<file path="config.mk">
export PLATFORM = sky130hd
export DESIGN_NAME = mm4_queue
export DESIGN_NICKNAME = d
export VERILOG_FILES = /design/src/hw/rtl/mm4_pkg.sv /design/src/hw/rtl/mm4_queue.sv
export SDC_FILE = /design/constraint.sdc
export NUM_CORES = 1
export LEC_CHECK = 0
export BUFFER_PORTS_ARGS = -buffer_cell sky130_fd_sc_hd__buf_2
export CAP_MARGIN = 30
export CORE_AREA = 2 2 289 234
export CTS_CLUSTER_SIZE = 12
export DETAILED_ROUTE_END_ITERATION = 7
export DIE_AREA = 0 0 291 236
export REMOVE_ABC_BUFFERS = 1
export SYNTH_ARGS = -nofsm -noshare
export SYNTH_HDL_FRONTEND = slang
export SYNTH_SLANG_ARGS = --single-unit
</file>
<file path="constraint.sdc">
create_clock -name clk -period 13.4 [get_ports clk]
set_input_delay 0.67 -clock clk [delete_from_list [all_inputs] [get_ports clk]]
set_output_delay 0.67 -clock clk [all_outputs]
set_load 0.01 [all_outputs]
</file>
<file path="src/hw/rtl/mm4_pkg.sv">
// Shared constants, types and command format for the 4x4 fixed-point matrix multiplier.
package mm4_pkg;

    // Matrix geometry and element format
    localparam int DIM        = 4;
    localparam int ELEM_WIDTH = 32;
    localparam int FRAC_BITS  = 16;

    // Fixed channel field widths
    localparam int IN_COLS     = 4;
    localparam int FIELD_W     = 32;
    localparam int ROW_IDX_W   = 2;
    localparam int OUT_ROW_W   = 2;

    // Derived widths
    localparam int ROW_W    = (DIM > 1) ? $clog2(DIM) : 1;
    localparam int PROD_W   = 2 * ELEM_WIDTH;
    localparam int ACC_W    = PROD_W + ROW_W;
    localparam int OUT_ROWS = (DIM < IN_COLS) ? DIM : IN_COLS;

    // Command queue between front and back
    localparam int QUEUE_DEPTH = 4;
    localparam int QPTR_W      = $clog2(QUEUE_DEPTH);

    typedef logic [DIM-1:0][ELEM_WIDTH-1:0] row_t;

    typedef struct packed {
        logic             store;    // write data into the selected matrix row
        logic             sel;      // 0 = A, 1 = B
        logic [ROW_W-1:0] row;
        row_t             data;
        logic             compute;  // run the product after the store
    } cmd_t;

endpackage

</file>
<file path="src/hw/rtl/mm4_queue.sv">
// Short command FIFO between the front end and the execution back end.
module mm4_queue (
    input  logic           clk,
    input  logic           rst_n,
    input  logic           push_valid,
    output logic           push_ready,
    input  mm4_pkg::cmd_t  push_data,
    output logic           pop_valid,
    input  logic           pop_ready,
    output mm4_pkg::cmd_t  pop_data
);
    import mm4_pkg::*;

    cmd_t              mem_reg [QUEUE_DEPTH];
    logic [QPTR_W-1:0] wr_ptr_reg;
    logic [QPTR_W-1:0] wr_ptr_next;
    logic [QPTR_W-1:0] rd_ptr_reg;
    logic [QPTR_W-1:0] rd_ptr_next;
    logic [QPTR_W:0]   count_reg;
    logic [QPTR_W:0]   count_next;
    logic              do_push;
    logic              do_pop;

    assign push_ready = count_reg != (QPTR_W+1)'(QUEUE_DEPTH);
    assign pop_valid  = count_reg != '0;
    assign pop_data   = mem_reg[rd_ptr_reg];

    assign do_push = push_valid && push_ready;
    assign do_pop  = pop_valid && pop_ready;

    always_comb
    begin
        wr_ptr_next = do_push ? wr_ptr_reg + QPTR_W'(1) : wr_ptr_reg;
        rd_ptr_next = do_pop  ? rd_ptr_reg + QPTR_W'(1) : rd_ptr_reg;
        count_next  = count_reg;
        if (do_push && !do_pop)
        begin
            count_next = count_reg + (QPTR_W+1)'(1);
        end
        else if (do_pop && !do_push)
        begin
            count_next = count_reg - (QPTR_W+1)'(1);
        end
    end

    always_ff @(posedge clk or negedge rst_n)
    begin
        if (!rst_n)
        begin
            wr_ptr_reg <= '0;
            rd_ptr_reg <= '0;
            count_reg  <= '0;
        end
        else
        begin
            wr_ptr_reg <= wr_ptr_next;
            rd_ptr_reg <= rd_ptr_next;
            count_reg  <= count_next;
        end
    end

    always_ff @(posedge clk)
    begin
        if (do_push)
        begin
            mem_reg[wr_ptr_reg] <= push_data;
        end
    end
endmodule

</file>
# Yosys cells after proc, flatten, opt, wreduce, memory -nomap -nowiden
# Memory sizes are Yosys's and may differ from the RTL's.
# Index checks and enable logic that the tools add are counted.
# totals
in_bits	137
register_bits	7
word_cells	21
n_memories	1
ram_bits	532
# classes
reduce_logical	8
n_mux	4
addsub	4
eq_ne	1
# mem_list
name	words	width	rd	rd_ports_with_merged_regs	write_ports	line_no	text
mem_reg	4	133	1	0	1	mm4_queue.sv:14	cmd_t mem_reg [QUEUE_DEPTH];
# ops
cell	count
2-to-1 mux 3 bit	2
adder 2 x 1 -> 2 bit (second input constant)	2
logical AND 1 bit	4
adder 3 x 1 -> 3 bit (second input constant)	1
!= test 3 bit (second input constant)	1
nonzero test 3 bit	1
subtractor 3 x 1 -> 3 bit (second input constant)	1
logical NOT 1 bit	2
2-to-1 mux 1 bit	2
nonzero test 2 bit	1

# Logic depth before layout (Yosys ltp)
# Gate-level depths: netlist of the first run.
# depth
word_depth	6
depth_mapped	8
depth_no_buf	8

# Least setup slack after synthesis of the first run
# OpenSTA, ideal clock, no wires.
# synth_path
path_type	in2reg
start	input port push_valid
end	memory mem_reg[0][0] in the netlist's numbering (enable)
t_arrival_ns	4.029
stages	2
t_required_ns	12.892
setup_time_ns	0.508
slack_ns	8.863
cell_sequence	a21boi_2 -> and2_1
# synth_between
elab_chain_len	3
# synth_rtl
element	line_no	text
start, declared	mm4_queue.sv:5	input logic push_valid,
logical AND 1 bit	mm4_queue.sv:28	assign do_push = push_valid && push_ready;
2-to-1 mux 1 bit	mm4_queue.sv:64	if (do_push)
2-to-1 mux 1 bit (implied by the code)	mm4_queue.sv:66	mem_reg[wr_ptr_reg] <= push_data;
end, declared	mm4_queue.sv:14	
# Every way passes these cells.

==> results of run 1 <==
cell usage in the layout, fill, tap and decap left out, types with 3 or more instances in the layout:
master,instances
clkbuf_16,57
and2_4,4
clkinv_1,5
ha_1,5
edfxtp_1,532
diode_2,6
dfrtp_1,5
buf_2,271
inv_1,3
mux4_2,133
clkbuf_8,3
clkinv_2,4
buf_4,13
clkbuf_1,18
xnor2_1,4
cells by family after synthesis:
family / count (synthesis)
flops: 539
mux: 135
buf+inv: 33
simple gates: 10
xor+xnor: 6
fa+ha+maj: 6
compound gates: 1
repair_timing:
item                                   4_1_cts  5_1_grt
setup buffers                                0        0
endpoints found under the hold margin        7        0
hold buffers                                 1        0
worst max-delay path by stage:
stage,cells after the start,to,slack [ns]
6_report,4,pop_data[111],9.14
5_1_grt,4,pop_data[111],8.76
4_1_cts,4,pop_data[111],8.90
3_5_place_dp,4,pop_data[111],9.56
3_3_place_gp,4,pop_data[111],9.57
2_1_floorplan,1,pop_data[0],6.89
stage by stage:
stage,hold WS (ns),worst slack (ns)
6_report,0.300,9.14
2_1_floorplan,0.374,6.89
3_3_place_gp,0.517,9.57
3_5_place_dp,0.521,9.56
4_1_cts,0.246,8.90
5_1_grt,0.259,8.76
final cells by class:
| type | instances | area [µm²] | share of cell area |
|---|---|---|---|
| multi-input combinational | 158 | 3230 | 0.137 |
| antenna | 6 | 15.0 | 0.000638 |
| inverter | 3 | 11.3 | 0.000478 |
| timing repair buffer | 285 | 1460 | 0.0622 |
| tap | 870 | 1090 | 0.0462 |
| clock inverter | 10 | 47.5 | 0.00202 |
| clock buffer | 78 | 1540 | 0.0652 |
| sequential | 539 | 16200 | 0.686 |
layer usage:
layer	GRT usage	share of wire
met4	0.0327	0.019
met2	0.173	0.47
met3	0.0359	0.080
met1	0.150	0.43
met5	0	0.0011
power by group through the flow:
stage          registers [W]  logic, W  clock network (W)
2_1_floorplan        0.00249  0.000912                  0
4_1_cts              0.00236   0.00150            0.00142
3_5_place_dp         0.00240   0.00149                  0
6_report             0.00235   0.00144            0.00136
3_3_place_gp         0.00238   0.00148                  0
5_1_grt              0.00239   0.00156            0.00148
==> results.sh, run 1 <==
export IMPL_status="finished, final reports clean"
export IMPL_fin_cells=1949
export IMPL_cts_tree="built"
export IMPL_timing_fmax_ghz=0.235
export IMPL_htreeDepth=2
export IMPL_drc=0
export IMPL_critical_path_class="flip-flop to output port"
export IMPL_io_buffers=271
export IMPL_die_width_um=291
export IMPL_hold_viol=0
export IMPL_routed_wl_um=38500
export IMPL_grt_usage=0.111
export IMPL_syn_to_final_growth_pct=20.3
export IMPL_clock_path_buffers=3
export IMPL_cp_num_buf_inv=3
export IMPL_routedWlPerCell_um=19.8
export IMPL_synthMuxAreaShare=0.154
export IMPL_min_from="push_data[111]"
export IMPL_design_area_mm2=0.0235
export IMPL_seqPwrFrac=0.456
export IMPL_synth_top_area_frac=0.816
export IMPL_fp_coreArea_mm2=0.0663
export IMPL_r2r_end="mem_reg[2][57]$_DFFE_PP_"
export IMPL_fin_setup_tns_ns=0
export IMPL_grt_pass1_wl_um=57500
export IMPL_synth_top_family_by_area="multiplexers"
export IMPL_ios=272
export IMPL_nets=1184
export IMPL_cts_resized=0
export IMPL_min_path_cells=1
export IMPL_crit_path_cell_trace="buf_4, buf_4, mux4_2, buf_2"
export IMPL_finalCritPeriodShare=0.318
export IMPL_die_h_um=236
export IMPL_overflow=0
export IMPL_fillers=6098
export IMPL_worstMarginPinSlew_ns=0.942
export IMPL_synth_area_leader_cell="edfxtp_1"
export IMPL_grt_pass1_vias=9219
export IMPL_insertion_delay_ns=0.58
export IMPL_gp_congestion=0.721
export IMPL_yosysMostFrequentCell="edfxtp_1"
export IMPL_p_leak_nw=7.82
export IMPL_dp_hpwl_um=22800
export IMPL_cp_required_ns=12.73
export IMPL_place_area_mm2=0.0219
export IMPL_arrival_ns=3.59
export IMPL_max_slew_margin=0.372
export IMPL_start_util=0.295
export IMPL_slowest_delay_ns=0.78
export IMPL_ant_nets=0
export IMPL_start_kind="flip-flop"
export IMPL_end_kind="output port"
export IMPL_hold_class="primary input to flip-flop"
export IMPL_power_density_mw_per_mm2=219
export IMPL_rows=85
export IMPL_fp_dieArea_mm2=0.0687
export IMPL_path_clk_slew_ns=0.06
export IMPL_total_power_w=0.00515
export IMPL_yosysSeqAreaShare=0.825
export IMPL_startpoint="rd_ptr_reg[0]$_DFFE_PN0P_"
export IMPL_rsz0062_at_grt="no"
export IMPL_synth_edff_count=532
export IMPL_synth_area_mm2=0.0196
export IMPL_rr_startpoint="count_reg[0]$_DFFE_PN0P_"
export IMPL_final_util=0.355
export IMPL_cp_max_fo=35
export IMPL_cts_sinks=539
export IMPL_cts_buffers=54
export IMPL_ir_worst_vdd_v=0.000118
export IMPL_p_int_w=0.00366
export IMPL_reg2reg_slack_ns=10.68
export IMPL_finalCriticalPeriod_ns=4.26
export IMPL_synthAdderAreaFrac=0.00422
export IMPL_ys_flop_type="edfxtp_1"
export IMPL_viasPerCell=4.47
export IMPL_p_sw_w=0.00149
export IMPL_syn_area_per_cell_um2=26.8
export IMPL_antenna_found_initial=4
export IMPL_dp_cells=1854
export IMPL_cts_root_buf="clkbuf_16"
export IMPL_synthXorXnorAreaFrac=0.00269
export IMPL_drv_slew=0
export IMPL_ys_warnings_count=0
export IMPL_drive_gt1_frac=0.458
export IMPL_largest_reg_flops=532
export IMPL_first_pass_iters=4
export IMPL_drv_cap=0
export IMPL_ys_ff_latch=539
export IMPL_cp_top_family="buffers and inverters"
export IMPL_synthSimpleGateAreaFrac=0.00262
export IMPL_reg2regPathDepth=4
export IMPL_cp_common_cell="buf_4"
export IMPL_synth_area_leaders="edfxtp_1, mux4_2, dfrtp_1"
export IMPL_crit_path_top_delay_cell="dfrtp_4"
export IMPL_synthCells=730
export IMPL_async_flop_share=0.0130
export IMPL_synth_common_cells="edfxtp_1, mux4_2, buf_2, buf_6, dfrtp_1"
export IMPL_hold_path_end="mem_reg[3][111]$_DFFE_PP_"
export IMPL_power_frac_comb=0.279
export IMPL_swShare=0.289
export IMPL_grt_start_max_net_pins=60
export IMPL_finClkSkew_ns=0.0105
export IMPL_p_clk_frac=0.265
export IMPL_setup_violations=0
export IMPL_vias=8703
export IMPL_synth_compound_gate_area_share=0.000576
export IMPL_drt_iter0_markers=506
export IMPL_synthDistinctLibCells=19
No activity file was read; power rests on OpenSTA's default activity.
==> inputs of run 2 (changes only) <==
- clock period: 13.4 -> 3.44 ns (I/O delays scaled with it)
==> results.sh, run 2 (synthesized netlist as in run 1, its figures left out) <==
export IMPL_fp_coreArea_mm2=0.0663
export IMPL_routed_wl_um=40500
export IMPL_drc=0
export IMPL_rsz0062_at_grt="no"
export IMPL_arrival_ns=2.64
export IMPL_reg2regPathDepth=4
export IMPL_drv_slew=0
export IMPL_vias=9291
export IMPL_p_int_w=0.0147
export IMPL_reg2reg_slack_ns=1.23
export IMPL_cp_num_buf_inv=2
export IMPL_cp_required_ns=3.27
export IMPL_total_power_w=0.0207
export IMPL_end_kind="output port"
export IMPL_final_cell_mix="edfxtp_1, buf_2, dlygate4sd3_1"
export IMPL_fp_dieArea_mm2=0.0687
export IMPL_path_clk_slew_ns=0.05
export IMPL_dp_hpwl_um=24500
export IMPL_cp_max_fo=32
export IMPL_seqPwrFrac=0.442
export IMPL_grt_pass1_vias=10100
export IMPL_critical_path_class="flip-flop to output port"
export IMPL_swShare=0.291
export IMPL_hold_viol=0
export IMPL_gr_usage_met1=0.156
export IMPL_insertion_delay_ns=0.59
export IMPL_clock_path_buffers=3
export IMPL_fillers=5948
export IMPL_timing_fmax_ghz=0.355
export IMPL_grt_usage=0.117
export IMPL_setup_violations=0
export IMPL_p_sw_w=0.00603
export IMPL_io_buffers=271
export IMPL_multi_input_comb_area_mm2=0.00323
export IMPL_drive_gt1_frac=0.425
export IMPL_routedWlPerCell_um=19.2
export IMPL_syn_to_final_growth_pct=29.5
export IMPL_crit_path_top_delay_cell="dfrtp_4"
export IMPL_die_h_um=236
export IMPL_die_width_um=291
export IMPL_overflow=0
export IMPL_grt_pass1_wl_um=61200
export IMPL_status="finished, final reports clean"
export IMPL_finalCritPeriodShare=0.818
export IMPL_max_slew_margin=0.496
export IMPL_globalRouteMet3Util=0.0287
export IMPL_viasPerCell=4.41
export IMPL_top_usage_layer="met2"
export IMPL_fin_setup_tns_ns=0
export IMPL_grt_start_max_net_pins=51
export IMPL_p_leak_nw=8.62
export IMPL_met2_usage=0.192
export IMPL_cts_sinks=539
export IMPL_worstMarginPinSlew_ns=0.756
export IMPL_p_clk_frac=0.261
export IMPL_diodes=0
export IMPL_first_pass_iters=4
export IMPL_cts_tree="built"
export IMPL_r2r_end="mem_reg[0][11]$_DFFE_PP_"
export IMPL_rr_startpoint="count_reg[0]$_DFFE_PN0P_"
export IMPL_drv_cap=0
export IMPL_finalCriticalPeriod_ns=2.82
export IMPL_gp_congestion=0.702
export IMPL_ir_worst_vdd_v=0.000747
export IMPL_cts_root_buf="clkbuf_16"
export IMPL_hold_path_end="wr_ptr_reg[0]$_DFFE_PN0P_"
export IMPL_slowest_delay_ns=0.91
export IMPL_seq_area_mm2=0.0162
export IMPL_antenna_found_initial=1
export IMPL_nets=1353
export IMPL_rows=85
export IMPL_min_path_cells=3
export IMPL_largest_reg_flops=532
export IMPL_cts_buffers=56
export IMPL_layout_commonest_cell="edfxtp_1"
export IMPL_finClkSkew_ns=0.0165
export IMPL_hold_class="primary input to flip-flop"
export IMPL_start_util=0.295
export IMPL_cts_resized=0
export IMPL_crit_path_cell_trace="buf_12, mux4_2, buf_2"
export IMPL_power_frac_comb=0.298
export IMPL_start_kind="flip-flop"
export IMPL_min_from="push_valid"
export IMPL_htreeDepth=2
export IMPL_cp_top_family="flip-flops"
export IMPL_ios=272
export IMPL_ant_nets=0
export IMPL_drt_iter0_markers=462
export IMPL_power_density_mw_per_mm2=818
==> run 2: cell types whose count changed in the layout (fill, tap and decap cells not counted), sizes merged, moves of 2 or more <==
cell / previous run / this run
diode: 6 / 0
clkbuf: 78 / 68
dlygate4sd3: 1 / 136
inv: 3 / 8
clkinv: 10 / 12
buf: 284 / 316
==> run 2: worst max-delay path by stage <==
| stage | from | to | slack [ns] | depth (start not counted) |
|---|---|---|---|---|
| after floorplan | rd_ptr_reg[0]$_DFFE_PN0P_ | pop_data[0] | -2.57 | 1 |
| after global placement | rd_ptr_reg[0]$_DFFE_PN0P_ | pop_data[61] | 1.18 | 3 |
| after detailed placement | rd_ptr_reg[0]$_DFFE_PN0P_ | pop_data[61] | 1.15 | 3 |
| after CTS | rd_ptr_reg[0]$_DFFE_PN0P_ | pop_data[61] | 0.50 | 3 |
| after global routing | rd_ptr_reg[0]$_DFFE_PN0P_ | pop_data[42] | 0.43 | 3 |
| final | rd_ptr_reg[0]$_DFFE_PN0P_ | pop_data[63] | 0.62 | 3 |
==> run 2: area by class of cell <==
| cell class | count | area share |
|---|---|---|
| timing repair buffer | 452 | 0.128 |
| clock inverter | 19 | 0.00538 |
| tap | 870 | 0.0430 |
| clock buffer | 68 | 0.0579 |
| inverter | 3 | 0.000445 |
| multi-input combinational | 158 | 0.127 |
| sequential | 539 | 0.638 |
==> run 2: per-stage QoR <==
stage / cells / instance area (µm²) / worst slack [ns] / hold slack (ns) / util
finish: 2109 / 25300 / 0.625 / 0.0641 / 0.382
global route: 2109 / 25300 / 0.428 / 0.0437 / 0.382
CTS: 2109 / 25300 / 0.498 / 0.0204 / 0.382
detailed placement: 1886 / 22400 / 1.15 / 0.0263 / 0.338
global placement: 1886 / 22400 / 1.18 / 0.0255 / 0.338
floorplan: 700 / 19400 / -2.57 / -0.124 / -
==> run 2: tightest hold or removal path: stages <==
cell and delay (ns):
buf_2 0.11, a21boi_2 0.20, xnor2_1 0.14
==> run 2: what timing repair did <==
item                      in CTS  in global routing
hold buffers                 136                  0
setup buffers                  0                  0
hold endpoints to repair     541                  0
==> run 2: routing by layer <==
metal | part of all wire | vias to the layer above
met5 | 0.00032 | -
met3 | 0.058 | 68
met2 | 0.48 | 246
met4 | 0.020 | 2
met1 | 0.44 | 4862
li1 | - | 4113
==> run 2: power groups by stage <==
stage | Sequential [W] | Combinational, W | Clock [W]
after floorplan | 0.00961 | 0.00314 | 0
after global placement | 0.00926 | 0.00619 | 0
after detailed placement | 0.00933 | 0.00623 | 0
after CTS | 0.00919 | 0.00637 | 0.00559
after global routing | 0.00928 | 0.00666 | 0.00585
final | 0.00915 | 0.00617 | 0.00540
